`config.mk`:
```
export PLATFORM = sky130hd
export DESIGN_NAME = itc_ram
export DESIGN_NICKNAME = d
export VERILOG_FILES = /design/src/hdl/itc_ram.sv
export SDC_FILE = /design/constraint.sdc
export NUM_CORES = 1
export LEC_CHECK = 0
export BUFFER_PORTS_ARGS = -buffer_cell sky130_fd_sc_hd__buf_2
export CORE_MARGIN = 1.5
export CORE_UTILIZATION = 46
export DETAILED_ROUTE_END_ITERATION = 16
export PLACE_DENSITY = 0.63
export SLEW_MARGIN = 15
export SYNTH_ARGS = -nofsm -noshare
export SYNTH_HDL_FRONTEND = slang
export SYNTH_SLANG_ARGS = --single-unit
export TNS_END_PERCENT = 1
```
`constraint.sdc`:
```
create_clock -name clk -period 3.11 [get_ports clk]
set_clock_uncertainty 0.15 [all_clocks]
set_input_delay 0.7775 -clock clk [delete_from_list [all_inputs] [get_ports clk]]
set_output_delay 0.7775 -clock clk [all_outputs]
set_load 0.005 [all_outputs]
```
`src/hdl/itc_ram.sv`:
```
module itc_ram #(
	parameter int DEPTH = 32,
	parameter int WIDTH = 32
) (
	input  logic                     clk,
	input  logic                     we,
	input  logic [$clog2(DEPTH)-1:0] waddr,
	input  logic [WIDTH-1:0]         wdata,
	input  logic [$clog2(DEPTH)-1:0] raddr,
	output logic [WIDTH-1:0]         rdata
);

	logic [WIDTH-1:0] mem [DEPTH];

	// one write port, one registered read port
	always_ff @(posedge clk) begin
		if (we) begin
			mem[waddr] <= wdata;
		end
		rdata <= mem[raddr];
	end

endmodule

```
==> summary.txt <==
Layout
  • Non-filler instance count after layout: between 3,000 and 4,000
  • Number of fill cells: about 7,000
  • Multi-input gate area: around 8600 um2
  • Area grow syn2layout: 14.6%
  • Area occupied by registers: approximately 31,000 um2
  • Share of layout cells above drive strength 1: ~15%
  • Final core occ: a little over half
  • Final Instance Area: 46,400 um2
  • Post-layout nets: 2,479

Route
  • Drt pass-1 iters: 7
  • DR WL/cell: 26.0 um
  • Post-DRT Antenna Nets: 0
  • Initial DRC count: 1,820
  • DR vias: about 21,000
  • DRC: 0
  • Via/cell ratio: between 5 and 6
  • Final WL: 95,300 um

Job
  • Max-cap violations: 0

Critical path
  • Setup crit start kind: register
  • Worst-path fanout max: 1
  • FF-to-FF Start: mem[7][14]
  • Critical Path RT: approximately 2.2 ns
  • CP Data Arrival Time: approximately 1.3 ns
  • Critical path class: reg2out
  • Critical path's top delay family: flip-flops
  • R2R cell count: 5
  • Crit path cell chain: buf_2
  • Crit. Startpoint: rdata[11]
  • Reg2reg setup slack: roughly 1.6 ns
  • CP max stage cell: dfxtp_1
  • Worst r2r dst: rdata[14]
  • Crit end category: primary output
  • Worst stage delay on the critical path: between 0.4 and 0.5 ns
  • Buf/Inv on CP: 1

Hold path
  • Hold Path Stages: 4
  • Hold Path Class: reg2reg
  • Hold endpoint: rdata[12]
  • Worst hold start: mem[10][12]

Timing
  • Final setup fails: 0
  • Slew Limit Fails: 0
  • Final period util: 71.5%
  • Final Hold Vio Count: 0
  • Worst Tran Pin Value: around 0.78 ns
  • Fin crit period: roughly 2.2 ns
  • Max frequency: about 450 MHz
  • Rel. slew slack: a little under half
  • RSZ-0062 raised after global routing: false

Placed design
  • # port buffers: 75
  • DP Area: 43,300 um2
  • Gpl congestion: ~0.80
  • Placed cells: around 3,500
  • HPWL after DPL: between 50,000 and 60,000 um

Global route
  • Largest net degree at the start of global routing: 75
  • Met1 Track Usage GR: around 29%
  • Initial antenna violation count: 10
  • First-pass GRT wire length: 140,000 um
  • All-layer global routing usage: between 20% and 30%
  • Vias in the first global route: about 21,000
  • Total grt overflow: 0
  • Met3 GRT Util: around 3.6%
  • GRT busiest layer: met2
  • Met2 usage: between 30% and 40%

Floorplanning
  • # IOs: 76
  • Row count: between 100 and 150
  • Initial Utilization: between 40 and 50%
  • Core area: 87,000 um2
  • Full die area: between 80,000 and 90,000 um2
  • Die Y: roughly 300 um
  • Chip width: 300 um

Clocking
  • CTS tree: done
  • # hold bufs at CTS: 0
  • Postcts setup bufs: 0
  • Cts bufs inserted: 100
  • Worst-Skew Late Latency: roughly 0.65 ns
  • Clk root buf: clkbuf_16
  • Reg clk slew, reported paths: roughly 0.060 ns
  • CTS Buffer Depth: 3
  • Clk sink count: about 1,100
  • Htree depth: 3
  • PostCTS Resize Cnt: 0

Synthesis
  • Synth Cell Area: 40,500 um2
  • Distinct cells, synth: 25
  • Post-Synthesis Cells: 2,260
  • Syn_nets: approximately 2,300
  • Syn avg cell area: between 15 and 20 um2
  • Register bit total from synthesis: approximately 1,100
  • Seq/Total Area, Yosys: 77.5%
  • Synth warn: 0

Status
  • Outcome: complete, no violations

Power
  • PwrDens: ~620 nW/um2
  • Peak supply drop: 0.385 mV
  • Static leakage: roughly 0.016 uW
==> flip-flops by register name, summed over array words and instances, names as in the netlist <==
name	cells
mem	1024
rdata	32
==> synth_stat cells <==
cell,number,area share [%]
buf_6,15,0.42
a22oi_1,96,1.8
nor3_1,32,0.40
nor2_1,34,0.32
or3_1,1,0.015
a21oi_1,96,1.2
nand3_1,98,1.2
or2_2,1,0.015
a22o_1,64,1.4
or3b_2,3,0.065
dfxtp_1,32,1.6
mux2i_1,512,13
and2_1,1,0.015
and2b_1,1,0.019
edfxtp_1,1024,76
nand2_1,98,0.91
buf_2,26,0.32
nand3b_1,5,0.093
buf_1,5,0.046
nand2b_1,2,0.031
clkbuf_1,46,0.43
buf_4,33,0.61
nor2b_1,1,0.015
a31oi_1,32,0.49
clkbuf_4,2,0.037
==> layer usage <==
metal	wire length, um	share of wire, %
met1	41100	43
met2	46300	49
met3	5590	5.9
met4	2230	2.3
met5	85	0.089
==> how the worst max path moves through the flow <==
stage,endpoint,slack [ns],cells after the start
after floorplan,mem[12][0],-0.25,3
after global placement,rdata[18],0.34,7
after detailed placement,rdata[18],0.31,7
after CTS,rdata[11],0.85,1
after global routing,rdata[11],0.79,1
final,rdata[11],0.88,1
==> final cells by class <==
cell class	instances	area share, %
repair buffers	200	4.01
flip-flops and latches	1056	67.6
well taps	1155	3.11
clock inverters	53	0.825
clock buffers	127	5.85
multi-input cells	1077	18.5
diodes	3	0.0162
==> where the power goes <==
part | switching (uW) | internal, uW | leakage, uW
registers | 84.9 | 15800 | 0.00949
clock network | 5020 | 6490 | 0.00151
logic | 965 | 537 | 0.00517
total | 6070 | 22800 | 0.0162
==> cells in the final DEF (no fill, tap or decap), types with 2 or more instances in the layout <==
cell / netlist / routed
nand2b_2: 0 / 2
bufinv_16: 0 / 4
diode_2: 0 / 3
clkinv_2: 0 / 22
a21oi_1: 96 / 96
a22o_1: 64 / 64
nor3_1: 32 / 32
clkbuf_1: 46 / 18
clkinvlp_4: 0 / 9
nand3b_1: 5 / 5
clkbuf_8: 0 / 7
nand2_1: 98 / 97
buf_4: 33 / 82
buf_12: 0 / 43
mux2i_1: 512 / 512
nand3_1: 98 / 98
nor2_4: 0 / 33
edfxtp_1: 1024 / 1024
a31oi_1: 32 / 32
clkinv_1: 0 / 16
clkbuf_16: 0 / 102
a22oi_1: 96 / 96
dfxtp_1: 32 / 32
or3b_2: 3 / 3
buf_2: 26 / 74
==> logic make-up after synthesis <==
family / Yosys count / synth area share [%]
buf+inv: 127 / 1.86
compound gates: 288 / 4.85
mux: 512 / 12.7
simple gates: 277 / 3.10
flops: 1056 / 77.5
==> stage by stage <==
stage,total power (uW),hold slack (ns),setup WS [ns],TNS [ns]
global placement,17700,0.428,0.337,0
floorplan,17000,0.403,-0.252,-89.78
global route,29800,0.482,0.785,0
detailed placement,17700,0.437,0.310,0
CTS,29100,0.442,0.847,0
finish,28900,0.443,0.885,0
No activity file was read; power rests on OpenSTA's default activity.
