## src/hdl/itc_pkg.sv

```systemverilog
package itc_pkg;

	// table geometry
	localparam int MAX_POINTS      = 10;
	localparam int WORDS_PER_POINT = 25;
	localparam int TAB_DEPTH       = MAX_POINTS * WORDS_PER_POINT;
	localparam int TAB_AW          = $clog2(TAB_DEPTH);
	localparam int PT_W            = $clog2(MAX_POINTS);
	localparam int CNT_W           = $clog2(MAX_POINTS + 1);
	localparam int K_DEPTH         = 32;
	localparam int K_AW            = $clog2(K_DEPTH);

	// word layout inside one point
	localparam logic [4:0] W_TEMP  = 5'd0;
	localparam logic [4:0] W_ACC_M = 5'd1;
	localparam logic [4:0] W_GYR_M = 5'd10;
	localparam logic [4:0] W_ACC_B = 5'd19;
	localparam logic [4:0] W_GYR_B = 5'd22;
	localparam logic [4:0] W_LAST  = 5'd24;

	// opcodes
	localparam logic OP_WRITE  = 1'b0;
	localparam logic OP_SAMPLE = 1'b1;

	// result status codes
	localparam logic [1:0] ST_OK    = 2'd0;
	localparam logic [1:0] ST_EMPTY = 2'd1;
	localparam logic [1:0] ST_EQUAL = 2'd2;

	// half of one Q16.16 step in Q32.32
	localparam logic [66:0] ROUND_HALF = 67'd32768;
	// any magnitude above the 32 bit limits
	localparam logic [50:0] SAT_BIG    = 51'h1_0000_0000;

	typedef struct packed {
		logic               opcode;
		logic [3:0]         point_index;
		logic [4:0]         word_index;
		logic signed [31:0] table_value;
		logic signed [31:0] sample_temperature;
		logic signed [31:0] accel_x;
		logic signed [31:0] accel_y;
		logic signed [31:0] accel_z;
		logic signed [31:0] gyro_x;
		logic signed [31:0] gyro_y;
		logic signed [31:0] gyro_z;
	} req_item_t;

	typedef struct packed {
		logic signed [31:0] out_accel_x;
		logic signed [31:0] out_accel_y;
		logic signed [31:0] out_accel_z;
		logic signed [31:0] out_gyro_x;
		logic signed [31:0] out_gyro_y;
		logic signed [31:0] out_gyro_z;
		logic [1:0]         comp_status;
	} rsp_item_t;

	typedef struct packed {
		logic               done;
		logic signed [31:0] quo;
	} div_sts_t;

	// address of one word of one point
	function automatic logic [TAB_AW-1:0] tab_addr(input logic [PT_W-1:0] p,
		input logic [4:0] w);
		return TAB_AW'(int'(p) * WORDS_PER_POINT + int'(w));
	endfunction

	// clamp a magnitude to the signed 32 bit range and apply the sign
	function automatic logic signed [31:0] sat32(input logic neg, input logic [50:0] mag);
		logic [50:0] lim;
		logic [31:0] m;
		lim = neg ? 51'h8000_0000 : 51'h7FFF_FFFF;
		m   = (mag > lim) ? lim[31:0] : mag[31:0];
		return neg ? $signed(-m) : $signed(m);
	endfunction

endpackage

```

## src/hdl/itc_div.sv

```systemverilog
module itc_div import itc_pkg::*; (
	input  logic               clk,
	input  logic               arst_n,
	input  logic               start,
	input  logic signed [66:0] num,
	input  logic signed [32:0] den,
	output div_sts_t           sts
);

	typedef enum logic [1:0] {D_IDLE, D_PREP, D_ITER, D_FIN} dstate_t;

	dstate_t     state_q;
	logic        neg_q;
	logic        sat_q;
	logic [65:0] n_q;
	logic [32:0] d_q;
	logic [32:0] rem_q;
	logic [31:0] low_q;
	logic [31:0] q_q;
	logic [4:0]  cnt_q;

	logic [33:0] rem2;
	logic        fit;
	logic        rnd;

	// one quotient bit per cycle
	assign rem2 = {rem_q, low_q[31]};
	assign fit  = rem2 >= {1'b0, d_q};
	assign rnd  = {rem_q, 1'b0} >= {1'b0, d_q};

	always_ff @(posedge clk or negedge arst_n) begin
		if (!arst_n) begin
			state_q  <= D_IDLE;
			sts.done <= 1'b0;
		end else begin
			sts.done <= (state_q == D_FIN);
			unique case (state_q)
				D_IDLE: begin
					if (start) begin
						neg_q   <= num[66] ^ den[32];
						n_q     <= num[66] ? 66'(-num) : 66'(num);
						d_q     <= den[32] ? 33'(-den) : 33'(den);
						state_q <= D_PREP;
					end
				end
				// quotient of 2^32 or more saturates at once
				D_PREP: begin
					if (n_q[65:32] >= {1'b0, d_q}) begin
						sat_q   <= 1'b1;
						state_q <= D_FIN;
					end else begin
						sat_q   <= 1'b0;
						rem_q   <= n_q[64:32];
						low_q   <= n_q[31:0];
						cnt_q   <= '0;
						state_q <= D_ITER;
					end
				end
				D_ITER: begin
					rem_q <= fit ? 33'(rem2 - {1'b0, d_q}) : rem2[32:0];
					q_q   <= {q_q[30:0], fit};
					low_q <= {low_q[30:0], 1'b0};
					cnt_q <= cnt_q + 5'd1;
					if (cnt_q == 5'd31) begin
						state_q <= D_FIN;
					end
				end
				// round half away from zero, then clamp
				D_FIN: begin
					sts.quo  <= sat32(neg_q, sat_q ? SAT_BIG : 51'(q_q) + 51'(rnd));
					state_q  <= D_IDLE;
				end
				default: begin
					state_q <= D_IDLE;
				end
			endcase
		end
	end

endmodule

```

## config.mk

```make
export PLATFORM = sky130hd
export DESIGN_NAME = itc_div
export DESIGN_NICKNAME = d
export VERILOG_FILES = /design/src/hdl/itc_pkg.sv /design/src/hdl/itc_div.sv
export SDC_FILE = /design/constraint.sdc
export NUM_CORES = 1
export LEC_CHECK = 0
export BUFFER_PORTS_ARGS = -buffer_cell sky130_fd_sc_hd__buf_2
export CAP_MARGIN = 20
export CORE_ASPECT_RATIO = 2
export CORE_UTILIZATION = 40
export DETAILED_ROUTE_END_ITERATION = 6
export PLACE_DENSITY_LB_ADDON = 0.3
export SETUP_SLACK_MARGIN = 0.3
export SYNTH_ARGS = -nofsm -noshare
export SYNTH_HDL_FRONTEND = slang
export SYNTH_SLANG_ARGS = --single-unit
```

## constraint.sdc

```tcl
create_clock -name clk -period 21 [get_ports clk]
set_clock_uncertainty 0.15 [all_clocks]
set_input_delay 6.3 -clock clk [delete_from_list [all_inputs] [get_ports clk]]
set_output_delay 6.3 -clock clk [all_outputs]
set_load 0.01 [all_outputs]
```

==> metrics.cfg, run 1 <==
[power_and_ir_drop]
peakVddDrop_mv=0.0680
power.density_mw_per_mm2=96.9
leakage_nw=6.74

[synthesis]
syn_area_sq_mm=0.0160
syn_nets=1776
synth-seq-area-share_pct=44.6
yosysUniqueCellTypes=76
synth_seq_cells=238
synth_edf_count=235
ys_warn_count=0
synth_top_area_share_pct=44.2
synth.largest_area_cell=edfxtp_1
synthArstFlopShare_pct=1.26
avgSynthCellArea_sq_um=10.2
ys.flop_type=edfxtp_1
netlist_instances=1562
yosys-top-cells-area=edfxtp_1, ha_1, xnor2_1

[finish]
layout.nets=1890
utilization_pct=45.6
layout-drive-gt1-share_pct=15.4
final_cell_mix=edfxtp_1, nand2_1, buf_2, nor2_1, xnor2_1
areaGrowthSynthToFinish_pct=12.6
antenna_cells=0
num-fill-cells=3771
fin_cells=2218
final_common_cell=edfxtp_1

[clock_network]
ctsHoldBuffers=0
cts_resized=0
path_clk_slew_ns=0.07
cts_htree_levels=1
cts_setup_buffers=0
cts_buffer_depth=3
tritoncts=built
clk_latency_ns=0.55
clk_root_buffer_cell=clkbuf_16
cts-buffers-inserted=24
clock_sinks=238

[min_path]
hold_start=q_q[15]
hold_class=reg -> reg
holdPathEnd=q_q[16]
hold_depth=0

[sta]
drv_slew=0
tightestPinTransition_ns=1.08
finalSetupViolations=0
fmax_mhz=107
tns_ns=0
finalCriticalPeriod_ns=9.37
rsz0062_at_grt=false
slew_headroom_pct=27.6
hold_viol_final=0
whs_ns=0.340
period_share_pct=44.6

[floorplan]
die_width_um=143
dieArea_sq_mm=0.0408
core_area_sq_mm=0.0394
row_count=103
initial_core_util_pct=40.5
boundaryPins=136
die_h_um=285

[routing]
vias=12500
drt-vias-per-instance=5.62
drt-total-wl_um=40800
avgRoutedWirePerCell_um=18.4
drc=0
ant_nets=0
initialDrtViolationCount=506
dr.pass1.iters=5

[setup_path]
crit_slowest_cell=or4_4
crit_type=in -> reg
crit_chain=buf_2 -> or4_4 -> or4_4 -> nor4_1 -> nand3_1 -> nor2_1 -> nand2_1 -> or3_1 -> o31ai_1 -> xnor2_1
crit_required_ns=21.15
startpoint_type=primary input
crit_top_cell=or4_4
cp-end-kind=flop
reg2regPathDepth=27
cpPeakStageDelay_ns=0.57
rrSetupSlack_ns=11.69
reg2reg_from=rem_q[7]
critPathMaxFanout=7
r2r_end=sts[18]
crit_arrival_ns=9.51

[grt]
antenna_found_initial=0
grt_pass1_vias=12800
grt.overflow.total=0
track_usage_pct=20.2
grt_pass1_wl_um=64100
grt_max_degree=77

[placement]
dp_cells=2174
routabilityCongestion=0.907
hpwl_um=31600
portBuffers=135

[status]
outcome=completed

[flow_run]
cap_violations=0

[worst max-delay path by stage]
| stage | from | end | slack [ns] | depth (start not counted) |
|---|---|---|---|---|
| 2_1_floorplan | num[14] | n_q[60] | 11.68 | 9 |
| 3_5_place_dp | num[14] | n_q[59] | 11.07 | 10 |
| 5_1_grt | rem_q[7] | sts[18] | 11.03 | 29 |
| 6_report | num[14] | n_q[59] | 11.63 | 10 |
| 3_3_place_gp | num[14] | n_q[59] | 11.08 | 10 |
| 4_1_cts | num[14] | n_q[59] | 11.64 | 10 |
[metrics by stage]
stage	setup slack, ns	power [mW]	area, sq um
3_3_place_gp	11.08	1.30	17200
6_report	11.63	1.74	18000
3_5_place_dp	11.07	1.31	17200
5_1_grt	11.03	1.85	18000
2_1_floorplan	11.68	1.14	16000
4_1_cts	11.64	1.76	18000
[synth_stat cells, types with 13 or more instances]
cell type and number:
edfxtp_1 235, nand2_1 138, nor2_1 118, xnor2_1 117
ha_1 110, a21oi_1 89, inv_1 62, o21ai_0 60
clkbuf_1 48, a21o_1 47, nand3_1 47, mux2_2 38
o31ai_1 38, nor3_1 31, nand4_1 25, a31oi_1 23
or3_1 23, or4_1 23, nor4_1 19, mux2i_1 18
nand2b_1 18, xor2_1 18, o41ai_1 17, a211oi_1 16
o22ai_1 16, or2_2 13
[sequential cells by signal, indices dropped and copies added, names as in the netlist]
signal	cells
q_q	32
n_q	66
neg_q	1
cnt_q	5
state_q	2
rem_q	33
low_q	32
sts	33
sat_q	1
d_q	33
[worst max-delay path: cells and delay by family]
kind,cells,cell delay (ns)
and+or+nand+nor,7,2.70
buffers and inverters,1,0.12
AOI/OAI and AO/OA,1,0.29
xor gates and xnor gates,1,0.10
[cell families (layout without fill, tap and decap cells)]
family                     Yosys count  in the layout  share of synthesized area, %
adders and majority gates          111            111                          8.74
xor gates and xnor gates           135            135                          7.40
AOI/OAI and AO/OA                  373            373                          15.6
DFF                                238            238                          44.6
and+or+nand+nor                    526            526                          16.9
muxes                               56             56                          3.81
buffers and inverters              123            254                          2.93
[area by class of cell]
class | instances | area (sq um) | share of cell area, %
inverter | 63 | 236 | 1.31
tap | 525 | 657 | 3.65
clock inverter | 16 | 148 | 0.821
sequential | 238 | 7130 | 39.6
clock buffer | 27 | 633 | 3.52
multi-input combinational | 1201 | 8390 | 46.7
timing repair buffer | 148 | 793 | 4.41
[power by group]
group / switching (mW) / internal, mW
combinational: 0.383 / 0.240
sequential: 0.0371 / 0.645
clock: 0.195 / 0.243
[per-layer routing]
layer	GRT usage [%]	part of all wire, %
met3	2.39	3.3
met5	0	0
met1	18.0	33
met4	11.5	5.9
met2	41.6	58
Note: power is estimated with default switching activity, not from simulation.
==> run 2, diff against run 1 <==
- ABC_AREA: not set -> 1
- clock period: 21 -> 8.7 ns (I/O delays scaled with it)
==> run 2 against run 1 <==
  * Count of clock-buffer cells in the layout up 1
  * Flip-flop and latch count unchanged
  * Register-to-register slack worse by 10 ns
  * Die area up 6.0%
  * Utilization down 0.44 points
  * Sequential power rose to 2.6 times the previous value
  * Non-clock buffer count down 3
  * Total power rose to 2.6 times the previous value
  * Cell count up 25%
  * Combinational power rose to 3.0 times the previous value
  * Area after synthesis up 6.1%
  * Highest routed layer unchanged
==> metrics.cfg, run 2 <==
[status]
outcome=completed

[synthesis]
avgSynthCellArea_sq_um=8.10  ; -21%
synth_top_area_share_pct=41.6  ; -2.5 points
yosysMostFrequentCell=nand2_1
synth.largest_area_cell=edfxtp_1
ys.flop_type=edfxtp_1
ys_warn_count=0  ; unchanged
synth-seq-area-share_pct=42.1  ; -2.6 points
syn_nets=2307  ; +30%
syn_area_sq_mm=0.0170  ; +6.1%
synth_seq_cells=238  ; unchanged
synthArstFlopShare_pct=1.26  ; unchanged
synth_top_cells_by_count=nand2_1, nor2_1, inv_1, edfxtp_1, a21oi_1
synth_edf_count=235  ; unchanged
netlist_instances=2093  ; +34%
yosysUniqueCellTypes=57  ; -25%
yosys-top-cells-area=edfxtp_1, nand2_1, ha_1

[routing]
route.met2.wl_um=27000  ; +14%
drc=0  ; unchanged
initialDrtViolationCount=750  ; +48%
vias=14300  ; +15%
dr.pass1.iters=5  ; unchanged
ant_nets=0  ; unchanged
drt-vias-per-instance=5.17  ; -8.0%
top_layer=met4
wl_met1_um=15900  ; +19%
met3WireLength_um=1390  ; +2.7%
drt-total-wl_um=48100  ; +18%
avgRoutedWirePerCell_um=17.4  ; -5.7%

[floorplan]
initial_core_util_pct=40.6  ; +0.062 points
die_h_um=293  ; +3.0%
boundaryPins=136  ; unchanged
die_width_um=148  ; +3.0%
row_count=106  ; +2.9%
dieArea_sq_mm=0.0433  ; +6.0%
core_area_sq_mm=0.0418  ; +5.9%

[grt]
antenna_found_initial=0  ; unchanged
grt_max_degree=71  ; -7.8%
grt_pass1_vias=14800  ; +16%
grt.overflow.total=0  ; unchanged
track_usage_pct=22.5  ; +2.3 points
grt_pass1_wl_um=75500  ; +18%

[power_and_ir_drop]
peakVddDrop_mv=0.147  ; +120%
switching_power_mw=1.83  ; +200%
power.density_mw_per_mm2=244  ; +150%
comb_power_share_pct=40.1  ; +4.3 points
seqPwrFrac_pct=37.8  ; -1.3 points
clockPowerShare_pct=22.1  ; -3.0 points
p_int_mw=2.76  ; +150%
leakage_nw=8.36  ; +24%
switching_share_pct=39.9  ; +4.6 points

[setup_path]
crit_required_ns=8.86  ; -12.29 ns
crit_arrival_ns=7.21  ; -2.30 ns
reg2regPathDepth=31  ; +15%
cpPeakStageDelay_ns=0.52  ; -0.05 ns
crit_top_cell=nand2_1
rrSetupSlack_ns=1.65  ; -10.04 ns
crit_slowest_cell=nand3_4
reg2reg_from=rem_q[30]
cp-startpoint=rem_q[30]
startpoint_type=flop
endpoint=sts[28]
r2r_end=sts[28]
critPathMaxFanout=48  ; +41
crit_type=reg -> reg
cp-end-kind=flop

[sta]
tightestPinTransition_ns=1.02  ; -0.0544 ns
slew_headroom_pct=31.7  ; +4.1 points
rsz0062_at_grt=false
hold_viol_final=0  ; unchanged
fmax_mhz=142
period_share_pct=81.0
tns_ns=0  ; unchanged
finalSetupViolations=0  ; unchanged
finalCriticalPeriod_ns=7.05
drv_slew=0  ; unchanged

[finish]
areaGrowthSynthToFinish_pct=11.4
largest_reg_flops=66  ; unchanged
fin_cells=2772  ; +25%
regMostFlops=n_q
final_cell_mix=nand2_1, nor2_1, inv_1, edfxtp_1, buf_2
layout.nets=2429  ; +29%
final_common_cell=nand2_1
layout-drive-gt1-share_pct=11.2  ; -4.2 points
antenna_cells=0  ; unchanged
num-fill-cells=4202  ; +11%

[clock_network]
tritoncts=built
path_clk_slew_ns=0.07  ; about the same
cts_buffer_depth=3  ; unchanged
cts-buffers-inserted=23  ; -4.2%
cts_resized=0  ; unchanged
clk_latency_ns=0.56  ; about the same
clk_root_buffer_cell=clkbuf_16
clock_sinks=238  ; unchanged
ctsHoldBuffers=0  ; unchanged
cts_setup_buffers=0  ; unchanged
cts_htree_levels=1  ; unchanged

[placement]
routabilityCongestion=1.02  ; +13%
hpwl_um=38900  ; +23%
portBuffers=135  ; unchanged
dp_cells=2730  ; +26%

[flow_run]
cap_violations=0  ; unchanged

[min_path]
hold_class=reg -> reg
hold_start=q_q[11]

## run 2: worst min-delay path by stage
stage                     slack, ns  cells after the start       to
after floorplan                0.30                      0  q_q[12]
after global placement         0.32                      0  q_q[12]
after detailed placement       0.31                      0  q_q[12]
after CTS                      0.34                      0  q_q[12]
after global routing           0.35                      0  q_q[12]
final                          0.33                      0  q_q[12]
## run 2: area by class of cell
cell class / count / area, sq um / area share [%]
Tap cell: 540 / 676 / 3.58
Clock buffer: 28 / 594 / 3.15
Multi-Input combinational cell: 1562 / 8660 / 45.9
Inverter: 245 / 922 / 4.88
Sequential cell: 238 / 7130 / 37.8
Clock inverter: 14 / 146 / 0.775
Timing Repair Buffer: 145 / 751 / 3.98
## run 2: cells by family after synthesis
logic type	Yosys count	share of synthesized area [%]
AOI/OAI and AO/OA	305	10.1
xor gates and xnor gates	124	6.41
adders and majority gates	111	8.24
buffers and inverters	293	6.93
DFF	238	42.1
muxes	1	0.0591
and+or+nand+nor	1021	26.2
## run 2: layer usage
metal	vias up	GRT usage, %
met5	-	0
li1	7236	-
met3	138	2.08
met2	347	45.5
met4	0	17.2
met1	6612	19.8
## run 2: critical path, delay by kind of cell (launching register included)
kind / cells / cell delay [ns]
compound gates: 3 / 0.52
fa+ha+maj: 4 / 1.01
buf+inv: 1 / 0.09
flops: 1 / 0.39
simple gates: 23 / 4.60
## run 2: power groups by stage
stage | Clock [mW] | Combinational [mW] | Sequential [mW]
floorplan | 0 | 1.33 | 1.76
global placement | 0 | 1.80 | 1.75
detailed placement | 0 | 1.84 | 1.76
CTS | 1.04 | 1.85 | 1.74
global route | 1.08 | 2.08 | 1.76
finish | 1.02 | 1.84 | 1.74
## run 2: per-stage QoR
step	total power [mW]	utilization [%]	setup WS (ns)	area, sq um	hold slack [ns]
6_report	4.60	45.2	1.65	18900	0.334
2_1_floorplan	3.09	-	1.12	17000	0.300
5_1_grt	4.92	45.2	1.08	18900	0.348
4_1_cts	4.63	45.2	1.62	18900	0.340
3_3_place_gp	3.56	43.4	1.81	18100	0.322
3_5_place_dp	3.60	43.4	1.64	18100	0.311
==> run 3, diff against run 2 <==
- clock period: 8.7 -> 7.1 ns (I/O delays scaled with it)
==> run 3 against run 2 <==
  * Non-clock buffer count increased by 11
  * Die area is the same
  * Hold slack improved by 0.0067 ns
  * Combinational power grew 24%
  * Clock power rose by 18%
  * Design area is 0.76% higher
  * First-iteration DRC count rose by 1.2%
  * Total power is 22% higher
  * Utilization grew 0.34 points
  * Largest power group unchanged
==> metrics.cfg, run 3 (synthesized netlist as in run 2, its figures left out) <==
[sta]
period_share_pct=89.0  ; +8.0 points
fmax_mhz=158  ; +12%
tightestPinTransition_ns=0.996  ; -0.0262 ns
slew_headroom_pct=33.0  ; +1.3 points
finalSetupViolations=0  ; unchanged
drv_slew=0  ; unchanged
rsz0062_at_grt=false
finalCriticalPeriod_ns=6.32  ; -0.728 ns
tns_ns=0  ; unchanged
hold_viol_final=0  ; unchanged

[setup_path]
crit_type=reg -> reg
crit_required_ns=7.27  ; -1.59 ns
cpPeakStageDelay_ns=0.39  ; -0.13 ns
crit_slowest_cell=edfxtp_1
critPathMaxFanout=16  ; -67%
startpoint_type=flop
path_buf_inv=3  ; +2
crit_arrival_ns=6.49  ; -0.72 ns
crit_top_cell=nand2_1
cpLargestDelayFamily=simple AND/OR/NAND/NOR gates
cp-end-kind=flop

[placement]
dp_cells=2733  ; +0.11%
portBuffers=135  ; unchanged
hpwl_um=38900  ; about the same
routabilityCongestion=1.05  ; +3.1%

[grt]
grt_pass1_wl_um=74600  ; -1.2%
grt_max_degree=83  ; +17%
grt_pass1_vias=14600  ; -1.2%
grt.overflow.total=0  ; unchanged
track_usage_pct=22.3  ; -0.24 points
antenna_found_initial=0  ; unchanged

[power_and_ir_drop]
clockPowerShare_pct=21.4  ; -0.7 points
seqPwrFrac_pct=37.9  ; about the same
p_int_mw=3.38  ; +22%
power_mw=5.60  ; +22%
switching_share_pct=39.8  ; -0.14 points
power.density_mw_per_mm2=295  ; +21%
peakVddDrop_mv=0.192  ; +30%
comb_power_share_pct=40.7  ; +0.6 points
leakage_nw=8.42  ; +0.78%
switching_power_mw=2.23  ; +21%

[routing]
drc=0  ; unchanged
avgRoutedWirePerCell_um=17.2  ; -0.66%
initialDrtViolationCount=759  ; +1.2%
vias=14400  ; +0.70%
ant_nets=0  ; unchanged
dr.pass1.iters=5  ; unchanged
drt-vias-per-instance=5.18  ; +0.27%
drt-total-wl_um=48000  ; -0.23%

[finish]
layout-drive-gt1-share_pct=12.1  ; +0.93 points
layout.nets=2440  ; +0.45%
regMostFlops=n_q
largest_reg_flops=66  ; unchanged
areaGrowthSynthToFinish_pct=12.2
fin_cells=2784  ; +0.43%
final_cell_mix=nand2_1, inv_1, nor2_1, edfxtp_1, buf_2
num-fill-cells=4231  ; +0.69%
final_common_cell=nand2_1

[floorplan]
boundaryPins=136  ; unchanged
core_area_sq_mm=0.0418  ; unchanged
die_width_um=148  ; unchanged
row_count=106  ; unchanged
initial_core_util_pct=40.6  ; unchanged
die_h_um=293  ; unchanged
dieArea_sq_mm=0.0433  ; unchanged

[clock_network]
cts-buffers-inserted=23  ; unchanged
ctsHoldBuffers=0  ; unchanged
cts_buffer_depth=3  ; unchanged
tritoncts=built
clk_root_buffer_cell=clkbuf_16
clk_latency_ns=0.56  ; about the same
clock_sinks=238  ; unchanged
cts_htree_levels=1  ; unchanged
path_clk_slew_ns=0.06  ; about the same

[flow_run]
cap_violations=0  ; unchanged

[min_path]
hold_class=reg -> reg

[status]
outcome=completed

==> run 3: cell types whose count changed in the layout (fill, tap and decap cells not counted), moves of 2 or more <==
cell    delta
buf_4      +9
nor2_1     -6
nor2_2     +6
nor3_1     -2
==> run 3: timing repair <==
action / 4_1_cts / 5_1_grt
gates resized for setup: 0 / 14
endpoints found under the setup margin: 0 / 25
buffers inserted: 0 / 7
==> run 3: final timing paths <==
check | start | end | slack (ns) | depth (start not counted)
worst max-delay path | rem_q[29] | sts[25] | 0.78 | 32
worst max register to register | rem_q[29] | sts[25] | 0.78 | 32
worst min-delay path | q_q[11] | q_q[12] | 0.34 | 0
max in group asynchronous | arst_n | state_q[1] | 5.41 | 1
min in group asynchronous | arst_n | sts[32] | 1.24 | 1
worst min register to register | q_q[11] | q_q[12] | 0.34 | 0
==> run 3: worst reg2reg max path, delay by kind of cell, from the launching register on <==
kind	cells	cell delay [ns]
AOI/OAI and AO/OA	5	1.02
adders and majority gates	3	0.88
buffers and inverters	3	0.40
DFF	1	0.39
and+or+nand+nor	21	3.26
==> run 3: stage by stage <==
step	utilization [%]	setup slack [ns]	area (sq um)	hold slack, ns
global route	45.5	0.333	19000	0.358
global placement	43.5	0.476	18200	0.320
detailed placement	43.5	0.456	18200	0.318
CTS	45.2	0.405	18900	0.340
finish	45.5	0.778	19000	0.341
floorplan	-	0.662	17000	0.300
==> run 3: cell type report <==
class / count / area, sq um / share of cell area [%]
clock buffers: 28 / 594 / 3.12
repair buffers: 156 / 866 / 4.55
inverters: 245 / 922 / 4.85
well taps: 540 / 676 / 3.55
flip-flops and latches: 238 / 7130 / 37.5
multi-input cells: 1562 / 8710 / 45.8
clock inverters: 14 / 118 / 0.618
diodes: 1 / 2.50 / 0.0132
==> run 3: power groups by stage <==
stage	registers [mW]	clock network [mW]	logic, mW
floorplan	2.15	0	1.63
global route	2.16	1.28	2.57
detailed placement	2.15	0	2.25
CTS	2.13	1.23	2.26
finish	2.12	1.20	2.28
global placement	2.15	0	2.21
==> run 3: layer usage <==
layer | global-route usage, % | part of all wire, %
met1 | 19.8 | 33
met2 | 44.9 | 56
met3 | 1.96 | 3.1
met4 | 17.0 | 8.0
met5 | 0 | 0
